$ cat config.mk
export PLATFORM = sky130hd
export DESIGN_NAME = timed_overcurrent_detector
export DESIGN_NICKNAME = d
export VERILOG_FILES = /design/src/rtl/tod_pkg.sv /design/src/rtl/tod_isqrt.sv /design/src/rtl/timed_overcurrent_detector.sv
export SDC_FILE = /design/constraint.sdc
export NUM_CORES = 2
export LEC_CHECK = 0
export ABC_AREA = 1
export BUFFER_PORTS_ARGS = -buffer_cell sky130_fd_sc_hd__buf_2
export CAP_MARGIN = 20
export CORE_ASPECT_RATIO = 1.75
export CORE_UTILIZATION = 45
export CTS_BUF_LIST = sky130_fd_sc_hd__clkbuf_8
export DETAILED_ROUTE_END_ITERATION = 12
export PLACE_DENSITY = 0.67
export SYNTH_ARGS = -nofsm -noshare
export SYNTH_HDL_FRONTEND = slang
export SYNTH_SLANG_ARGS = --single-unit
$ cat constraint.sdc
create_clock -name clk_i -period 9.7 [get_ports clk_i]
set_clock_uncertainty 0.15 [all_clocks]
set_input_delay 0.97 -clock clk_i [delete_from_list [all_inputs] [get_ports clk_i]]
set_output_delay 0.97 -clock clk_i [all_outputs]
set_load 0.05 [all_outputs]
$ cat src/rtl/tod_pkg.sv
`default_nettype none

package tod_pkg;

  // Sequencer states of the detector.
  typedef enum logic [2:0] {
    ST_IDLE,
    ST_MUL,
    ST_ACC,
    ST_MARG,
    ST_SEL,
    ST_ROOT,
    ST_FIN
  } tod_state_e;

  // Threshold mode codes; the unused code behaves as the margin mode.
  localparam logic [1:0] MODE_FIXED  = 2'd0;
  localparam logic [1:0] MODE_DYN    = 2'd1;
  localparam logic [1:0] MODE_MARGIN = 2'd2;

  // Register indexes on the configuration port.
  localparam logic [2:0] REG_FILTER_GAIN     = 3'd0;
  localparam logic [2:0] REG_THRESHOLD_MODE  = 3'd1;
  localparam logic [2:0] REG_MARGIN          = 3'd2;
  localparam logic [2:0] REG_FIXED_TRIP      = 3'd3;
  localparam logic [2:0] REG_FIXED_ALARM_ON  = 3'd4;
  localparam logic [2:0] REG_FIXED_ALARM_OFF = 3'd5;
  localparam logic [2:0] REG_ALARM_ON_DELTA  = 3'd6;
  localparam logic [2:0] REG_ALARM_OFF_DELTA = 3'd7;

  // Square root request and result between the top level and the root unit.
  typedef struct packed {
    logic        start;
    logic [31:0] radicand;
  } tod_sqrt_req_t;

  typedef struct packed {
    logic        done;
    logic [15:0] root;
  } tod_sqrt_res_t;

endpackage

`default_nettype wire

$ cat src/rtl/tod_isqrt.sv
`default_nettype none

module tod_isqrt
  import tod_pkg::*;
(
  input  wire logic          clk_i,
  input  wire logic          rst_ni,
  input  wire tod_sqrt_req_t req_i,
  output tod_sqrt_res_t      res_o
);

  logic [31:0] x_q;
  logic [18:0] rem_q;
  logic [15:0] root_q;
  logic [3:0]  cnt_q;
  logic        busy_q;
  logic        done_q;

  logic [18:0] rem_sh;
  logic [18:0] trial;
  logic        fits;

  // One result bit per cycle: bring down two radicand bits and try root*4+1.
  assign rem_sh = {rem_q[16:0], x_q[31:30]};
  assign trial  = {1'b0, root_q, 2'b01};
  assign fits   = (rem_sh >= trial);

  // Control of the digit loop.
  always_ff @(posedge clk_i or negedge rst_ni) begin
    if (!rst_ni) begin
      busy_q <= 1'b0;
      done_q <= 1'b0;
      cnt_q  <= '0;
    end else begin
      done_q <= 1'b0;
      if (req_i.start) begin
        busy_q <= 1'b1;
        cnt_q  <= '0;
      end else if (busy_q) begin
        cnt_q <= cnt_q + 4'd1;
        if (cnt_q == 4'd15) begin
          busy_q <= 1'b0;
          done_q <= 1'b1;
        end
      end
    end
  end

  // Datapath of the digit loop.
  always_ff @(posedge clk_i) begin
    if (req_i.start) begin
      x_q    <= req_i.radicand;
      rem_q  <= '0;
      root_q <= '0;
    end else if (busy_q) begin
      x_q    <= {x_q[29:0], 2'b00};
      rem_q  <= fits ? (rem_sh - trial) : rem_sh;
      root_q <= {root_q[14:0], fits};
    end
  end

  assign res_o.done = done_q;
  assign res_o.root = root_q;

endmodule

`default_nettype wire

$ cat src/rtl/timed_overcurrent_detector.sv
// Channel   | Handshake                   | Payload
// ----------+-----------------------------+---------------------------------------------
// input     | in_valid_i / in_stall_o     | square_a_i, square_b_i, square_c_i, max_current_i
// output    | out_valid_o / out_stall_i   | trip_o, alarm_o, highest_rms_o, highest_phase_o
// config    | psel/penable/pwrite/pready  | paddr, pwdata, prdata
//
// Each request passes from acceptance to the result register as follows: one shared
// 17x33 multiplier runs three filter updates and the margin product, then the root
// unit builds the 16-bit root one bit at a time.
// The block takes one request at a time; in_stall_o is high while it works.
// A finished result waits in the output register; a stalled output holds the
// sequencer in its last state. Reset clears filters, alarm and registers at once.
`default_nettype none

module timed_overcurrent_detector
  import tod_pkg::*;
(
  input  wire logic        clk_i,
  input  wire logic        rst_ni,
  // Input channel
  input  wire logic        in_valid_i,
  output logic             in_stall_o,
  input  wire logic [31:0] square_a_i,
  input  wire logic [31:0] square_b_i,
  input  wire logic [31:0] square_c_i,
  input  wire logic [15:0] max_current_i,
  // Output channel
  output logic             out_valid_o,
  input  wire logic        out_stall_i,
  output logic             trip_o,
  output logic             alarm_o,
  output logic [15:0]      highest_rms_o,
  output logic [1:0]       highest_phase_o,
  // Configuration port
  input  wire logic        psel,
  input  wire logic        penable,
  input  wire logic        pwrite,
  input  wire logic [4:0]  paddr,
  input  wire logic [31:0] pwdata,
  output logic [31:0]      prdata,
  output logic             pready
);

  // Configuration registers.
  logic [15:0] gain_q;
  logic [1:0]  mode_q;
  logic [15:0] margin_q;
  logic [15:0] fix_trip_q;
  logic [15:0] fix_on_q;
  logic [15:0] fix_off_q;
  logic [15:0] on_delta_q;
  logic [15:0] off_delta_q;

  logic       cfg_wr;
  logic [2:0] cfg_idx;

  assign pready  = 1'b1;
  assign cfg_wr  = psel & penable & pwrite & pready;
  assign cfg_idx = paddr[4:2];

  // Register writes.
  always_ff @(posedge clk_i or negedge rst_ni) begin
    if (!rst_ni) begin
      gain_q      <= 16'd0;
      mode_q      <= MODE_FIXED;
      margin_q    <= 16'd4096;
      fix_trip_q  <= 16'hFFFF;
      fix_on_q    <= 16'hFFFF;
      fix_off_q   <= 16'd0;
      on_delta_q  <= 16'd0;
      off_delta_q <= 16'd0;
    end else if (cfg_wr) begin
      case (cfg_idx)
        REG_FILTER_GAIN:     gain_q      <= pwdata[15:0];
        REG_THRESHOLD_MODE:  mode_q      <= pwdata[1:0];
        REG_MARGIN:          margin_q    <= pwdata[15:0];
        REG_FIXED_TRIP:      fix_trip_q  <= pwdata[15:0];
        REG_FIXED_ALARM_ON:  fix_on_q    <= pwdata[15:0];
        REG_FIXED_ALARM_OFF: fix_off_q   <= pwdata[15:0];
        REG_ALARM_ON_DELTA:  on_delta_q  <= pwdata[15:0];
        REG_ALARM_OFF_DELTA: off_delta_q <= pwdata[15:0];
        default: ;
      endcase
    end
  end

  // Register reads.
  always_comb begin
    case (cfg_idx)
      REG_FILTER_GAIN:     prdata = {16'd0, gain_q};
      REG_THRESHOLD_MODE:  prdata = {30'd0, mode_q};
      REG_MARGIN:          prdata = {16'd0, margin_q};
      REG_FIXED_TRIP:      prdata = {16'd0, fix_trip_q};
      REG_FIXED_ALARM_ON:  prdata = {16'd0, fix_on_q};
      REG_FIXED_ALARM_OFF: prdata = {16'd0, fix_off_q};
      REG_ALARM_ON_DELTA:  prdata = {16'd0, on_delta_q};
      REG_ALARM_OFF_DELTA: prdata = {16'd0, off_delta_q};
      default:             prdata = 32'd0;
    endcase
  end

  // Sequencer.
  tod_state_e state_q, state_d;
  logic [1:0] ph_q, ph_d;
  logic       in_acc;
  logic       out_load;
  logic       out_valid_q;

  tod_sqrt_req_t sq_req;
  tod_sqrt_res_t sq_res;

  assign in_stall_o = (state_q != ST_IDLE);
  assign in_acc     = in_valid_i & ~in_stall_o;

  always_ff @(posedge clk_i or negedge rst_ni) begin
    if (!rst_ni) begin
      state_q <= ST_IDLE;
      ph_q    <= '0;
    end else begin
      state_q <= state_d;
      ph_q    <= ph_d;
    end
  end

  always_comb begin
    state_d  = state_q;
    ph_d     = ph_q;
    out_load = 1'b0;
    case (state_q)
      ST_IDLE: begin
        if (in_acc) begin
          state_d = ST_MUL;
          ph_d    = 2'd0;
        end
      end
      ST_MUL: state_d = ST_ACC;
      ST_ACC: begin
        if (ph_q == 2'd2) begin
          state_d = ST_MARG;
        end else begin
          ph_d    = ph_q + 2'd1;
          state_d = ST_MUL;
        end
      end
      ST_MARG: state_d = ST_SEL;
      ST_SEL:  state_d = ST_ROOT;
      ST_ROOT: begin
        if (sq_res.done) begin
          state_d = ST_FIN;
        end
      end
      ST_FIN: begin
        if (!out_valid_q || !out_stall_i) begin
          out_load = 1'b1;
          state_d  = ST_IDLE;
        end
      end
      default: state_d = ST_IDLE;
    endcase
  end

  // Captured request and filter state.
  logic [31:0] sq_q   [3];
  logic [31:0] filt_q [3];
  logic [15:0] imax_q;

  always_ff @(posedge clk_i) begin
    if (in_acc) begin
      sq_q[0] <= square_a_i;
      sq_q[1] <= square_b_i;
      sq_q[2] <= square_c_i;
      imax_q  <= max_current_i;
    end
  end

  // Shared multiplier: unsigned 16-bit factor times signed 33-bit factor.
  logic signed [16:0] mul_a;
  logic signed [32:0] mul_b;
  logic signed [49:0] prod_q;

  always_comb begin
    if (state_q == ST_MARG) begin
      mul_a = signed'({1'b0, margin_q});
      mul_b = signed'({17'd0, imax_q});
    end else begin
      mul_a = signed'({1'b0, gain_q});
      mul_b = signed'({1'b0, sq_q[ph_q]}) - signed'({1'b0, filt_q[ph_q]});
    end
  end

  always_ff @(posedge clk_i) begin
    if (state_q == ST_MUL || state_q == ST_MARG) begin
      prod_q <= mul_a * mul_b;
    end
  end

  // Filter update: add the product shifted right arithmetically by 16.
  always_ff @(posedge clk_i or negedge rst_ni) begin
    if (!rst_ni) begin
      filt_q[0] <= '0;
      filt_q[1] <= '0;
      filt_q[2] <= '0;
    end else if (state_q == ST_ACC) begin
      filt_q[ph_q] <= filt_q[ph_q] + prod_q[47:16];
    end
  end

  // Phase selection: A beats B only when strictly larger, C only when larger.
  logic [31:0] best;
  logic [1:0]  best_ph;
  logic [1:0]  best_ph_q;

  always_comb begin
    if (filt_q[0] > filt_q[1]) begin
      best    = filt_q[0];
      best_ph = 2'd0;
    end else begin
      best    = filt_q[1];
      best_ph = 2'd1;
    end
    if (filt_q[2] > best) begin
      best    = filt_q[2];
      best_ph = 2'd2;
    end
  end

  // Thresholds for this request.
  logic [15:0] trip_lvl, on_lvl, off_lvl;
  logic [15:0] trip_lvl_q, on_lvl_q, off_lvl_q;
  logic [15:0] marg_lvl;

  assign marg_lvl = (prod_q[31:28] != 4'd0) ? 16'hFFFF : prod_q[27:12];

  always_comb begin
    case (mode_q)
      MODE_FIXED: begin
        trip_lvl = fix_trip_q;
        on_lvl   = fix_on_q;
        off_lvl  = fix_off_q;
      end
      MODE_DYN: begin
        trip_lvl = imax_q;
        on_lvl   = (trip_lvl > on_delta_q) ? trip_lvl - on_delta_q : 16'd0;
        off_lvl  = (on_lvl > off_delta_q) ? on_lvl - off_delta_q : 16'd0;
      end
      default: begin
        trip_lvl = marg_lvl;
        on_lvl   = (trip_lvl > on_delta_q) ? trip_lvl - on_delta_q : 16'd0;
        off_lvl  = (on_lvl > off_delta_q) ? on_lvl - off_delta_q : 16'd0;
      end
    endcase
  end

  always_ff @(posedge clk_i) begin
    if (state_q == ST_SEL) begin
      best_ph_q  <= best_ph;
      trip_lvl_q <= trip_lvl;
      on_lvl_q   <= on_lvl;
      off_lvl_q  <= off_lvl;
    end
  end

  // Square root of the selected filtered square.
  assign sq_req.start    = (state_q == ST_SEL);
  assign sq_req.radicand = best;

  tod_isqrt u_isqrt (
    .clk_i  (clk_i),
    .rst_ni (rst_ni),
    .req_i  (sq_req),
    .res_o  (sq_res)
  );

  // Output register and alarm hysteresis.
  logic        alarm_q;
  logic        alarm_d;
  logic        trip_q;
  logic [15:0] rms_q;
  logic [1:0]  phase_q;
  logic [15:0] root_hold_q;

  always_ff @(posedge clk_i) begin
    if (sq_res.done) begin
      root_hold_q <= sq_res.root;
    end
  end

  always_comb begin
    alarm_d = alarm_q;
    if (root_hold_q >= on_lvl_q) begin
      alarm_d = 1'b1;
    end else if (root_hold_q <= off_lvl_q) begin
      alarm_d = 1'b0;
    end
  end

  always_ff @(posedge clk_i or negedge rst_ni) begin
    if (!rst_ni) begin
      out_valid_q <= 1'b0;
      alarm_q     <= 1'b0;
    end else begin
      if (out_load) begin
        out_valid_q <= 1'b1;
        alarm_q     <= alarm_d;
      end else if (!out_stall_i) begin
        out_valid_q <= 1'b0;
      end
    end
  end

  always_ff @(posedge clk_i) begin
    if (out_load) begin
      trip_q  <= (root_hold_q >= trip_lvl_q);
      rms_q   <= root_hold_q;
      phase_q <= best_ph_q;
    end
  end

  assign out_valid_o     = out_valid_q;
  assign trip_o          = trip_q;
  assign alarm_o         = alarm_q;
  assign highest_rms_o   = rms_q;
  assign highest_phase_o = phase_q;

`ifndef SYNTH
  // A taken request keeps the input side stalled on the next cycle.
  a_busy_after_accept: assert property (@(posedge clk_i) disable iff (!rst_ni)
    (in_valid_i && !in_stall_o) |=> in_stall_o)
    else $error("input not stalled after a request was taken");

  // The root unit finishes only while the sequencer waits for it.
  a_root_done_in_wait: assert property (@(posedge clk_i) disable iff (!rst_ni)
    sq_res.done |-> (state_q == ST_ROOT))
    else $error("square root finished outside its wait state");

  // A result is never overwritten while it is stalled.
  a_no_overwrite: assert property (@(posedge clk_i) disable iff (!rst_ni)
    (out_valid_o && out_stall_i) |-> !out_load)
    else $error("stalled result overwritten");

  // The selected phase is always one of the three phases.
  a_phase_range: assert property (@(posedge clk_i) disable iff (!rst_ni)
    out_valid_o |-> (highest_phase_o != 2'd3))
    else $error("selected phase out of range");
`endif

endmodule

`default_nettype wire

==> impl_metrics.csv <==
group,metric,value,unit
drt,drc_errors,0,
cells_and_area,fillers,11500,
yosys,synth_area,53000,um2
worst_setup_path,crit_fanout,10,
timing,slew_viol_final,0,
placed_design,io_buffers,175,
cts,cts-root-buf,"clkbuf_8",
drt,via_per_inst,5.55,
die,io_pins,211,
yosys,netlist_instances,6720,
cells_and_area,multi_input_area,33000,um2
timing,period_share,96.3,%
worst_setup_path,cp_common_cell,"fa_1",
global_routing,grt_pass1_vias,49300,
yosys,yosysTopAreaCell,"fa_1",
cts,clk_pin_slew_worst_paths,0.07,ns
worst_setup_path,slowest_stage,"fa_1",
timing,slew_headroom,26.7,%
drt,wl_per_cell,22.2,um
die,die-area,119000,um2
worst_setup_path,cp_num_cells,37,
cells_and_area,finalNetCount,8066,
timing,min_period,9.34,ns
cts,cts.path.max_buffers,3,
cts,insertion_delay,0.82,ns
yosys,yosys_warnings,0,
worst_setup_path,cp_slowest_stage_delay,0.65,ns
timing,setup_viol,0,
cells_and_area,seq_area,14200,um2
die,initial_core_util,45.3,%
worst_hold_path,min_path_type,"input port to async pin",
global_routing,grt_max_degree,133,
cts,cts_buffers,84,
yosys,synth-seq-area-share,26.9,%
placed_design,dpl.hpwl,155,mm
global_routing,grt_overflow,0,
yosys,async_flop_share,42.8,%
global_routing,grt_pass1_wl,286,mm
worst_setup_path,cp_top_family,"adder cells",
global_routing,antenna_found_initial,9,
die,die_w,261,um
die,row_count,166,
flow_run,cap_violations,0,
die,core_region_area,117000,um2
yosys,synth_area_leaders,"fa_1 (19%), edfxtp_1 (15%), nand2_1 (9.6%)",
drt,routed_wl,192,mm
drt,vias,47900,
yosys,yosysMostFrequentCell,"nand2_1",
worst_setup_path,worst_setup_path_start_kind,"flop",
worst_setup_path,arrival,9.77,ns
outcome,status,"finished, final reports clean",
yosys,syn_avg_cell_area,7.89,um2
yosys,synth_top_flop_cell,"edfxtp_1",
cts,tritoncts,"done",
yosys,ys_seq_elements,521,
worst_setup_path,path_buf_inv,12,
timing,finalHoldViolCount,0,
timing,max_freq,107,MHz
worst_setup_path,ff2ff_path_depth,37,
cts,cts_htree_levels,3,
yosys,synth.distinct_cells,60,
drt,final_antenna_net_count,0,
worst_setup_path,critPathKind,"flop to flop",
timing,fin_tns_setup,0,ns
worst_setup_path,required,10.12,ns
global_routing,track_usage,32.5,%
worst_setup_path,end_kind,"flop",
yosys,synth_edf_count,265,
timing,rsz0062_at_grt,"no",
yosys,synthTopCellsByCount,"nand2_1 (1361), inv_1 (1254), nor2_1 (622)",
cells_and_area,area_growth,10.9,%
placed_design,place.gp.congestion,1.02,
drt,firstDrtPassIters,6,
yosys,synth_top_area_share,18.7,%
die,fp.dieH,456,um
cts,clkSinkCount,521,
cells_and_area,drive_gt1_share,10.4,%
drt,drt_first_iter_violations,3544,
timing,worst_pin_slew,1.10,ns
## per-stage QoR
step / util (%) / std cells / setup WS (ns) / area, um2 / hold WS, ns
after floorplan: - / 6735 / 1.66 / 53100 / 0.250
after global placement: 48.6 / 8459 / 0.336 / 56900 / 0.254
after detailed placement: 48.6 / 8459 / 0.317 / 56900 / 0.255
after CTS: 50.1 / 8614 / 0.297 / 58600 / 0.000604
after global routing: 50.3 / 8627 / 0.0680 / 58800 / 0.0859
final: 50.3 / 8632 / 0.359 / 58800 / 0.0358
## flip-flops by register name (all words and copies together) (netlist names), 17 cells and up
name,cells
u_isqrt.rem_q,17
prod_q,36
u_isqrt.x_q,32
sq_q,96
filt_q,96
## worst reg2reg max path, delay by kind of cell, from the launching register on
family / cells / cell delay, ns
AND/OR/NAND/NOR: 8 / 0.64
flip-flops: 1 / 0.43
XOR/XNOR: 1 / 0.20
buffers and inverters: 12 / 1.79
AO/OA/AOI/OAI: 8 / 2.11
adder cells (fa/ha/maj): 8 / 3.82
## layer usage
layer  track usage [%]  routed length, um  vias to the layer above
met4              29.1              20100                        0
met2              57.2              96800                     1972
met3              4.55              10700                      773
met5                 0                  0                        -
met1              32.8              63800                    23000
li1                  -                  -                    22100
## cell type report
class,count,area share (%)
Antenna cell,9,0.0383
Multi-Input combinational cell,4716,56.2
Tap cell,1512,3.22
Sequential cell,521,24.2
Clock inverter,62,0.739
Inverter,1271,8.13
Clock buffer,93,2.18
Timing Repair Buffer,448,5.29
## cells in the final DEF, fill, tap and decap left out, types with 42 or more instances in the layout
cell type | Yosys | final
inv_1 | 1254 | 1269
xnor2_1 | 42 | 42
a22oi_1 | 47 | 47
dfrtp_1 | 190 | 188
nand2_1 | 1361 | 1356
buf_2 | 69 | 174
ha_1 | 373 | 373
nor3_1 | 47 | 47
o211ai_1 | 51 | 51
nand4_1 | 151 | 151
xor2_1 | 42 | 42
nor2_1 | 622 | 618
buf_4 | 27 | 260
nand3_1 | 403 | 402
edfxtp_1 | 265 | 265
clkbuf_8 | 0 | 93
a21oi_1 | 345 | 344
o21a_1 | 51 | 51
o21ai_0 | 349 | 348
fa_1 | 495 | 495
## path summary, 6_finish.rpt
kind | start | to | slack, ns
min in group clk_i | square_b_i[15] | sq_q[1][15]$_DFFE_PP_ | 0.17
worst max-delay path | ph_q[1]$_DFFE_PN0P_ | prod_q[46]$_DFFE_PP_ | 0.36
worst max register to register | ph_q[1]$_DFFE_PN0P_ | prod_q[46]$_DFFE_PP_ | 0.36
worst min register to register | best_ph_q[1]$_SDFFCE_PP1P_ | highest_phase_o[1]$_DFFE_PP_ | 0.27
max in group asynchronous | rst_ni | fix_off_q[14]$_DFFE_PN0P_ | 7.96
worst min-delay path | rst_ni | filt_q[86]$_DFFE_PN0P_ | 0.04
## cells by family after synthesis
family          count (synthesis)  synth area share, %
other cells                     2               0.0142
compound gates               1003                 10.9
flops                         521                 26.9
buf+inv                      1498                 11.0
simple gates                 2744                 22.3
fa+ha+maj                     868                 27.5
xor+xnor                       84                 1.39
## what timing repair did
action                                  4_1_cts  5_1_grt
setup buffers                                 0        6
hold buffers                                  0        0
endpoints found under the setup margin        0       18
gates resized for setup                       0        9
Power is not shown: default switching activity piles up to over one toggle a cycle in this logic, so the estimate is an artifact.
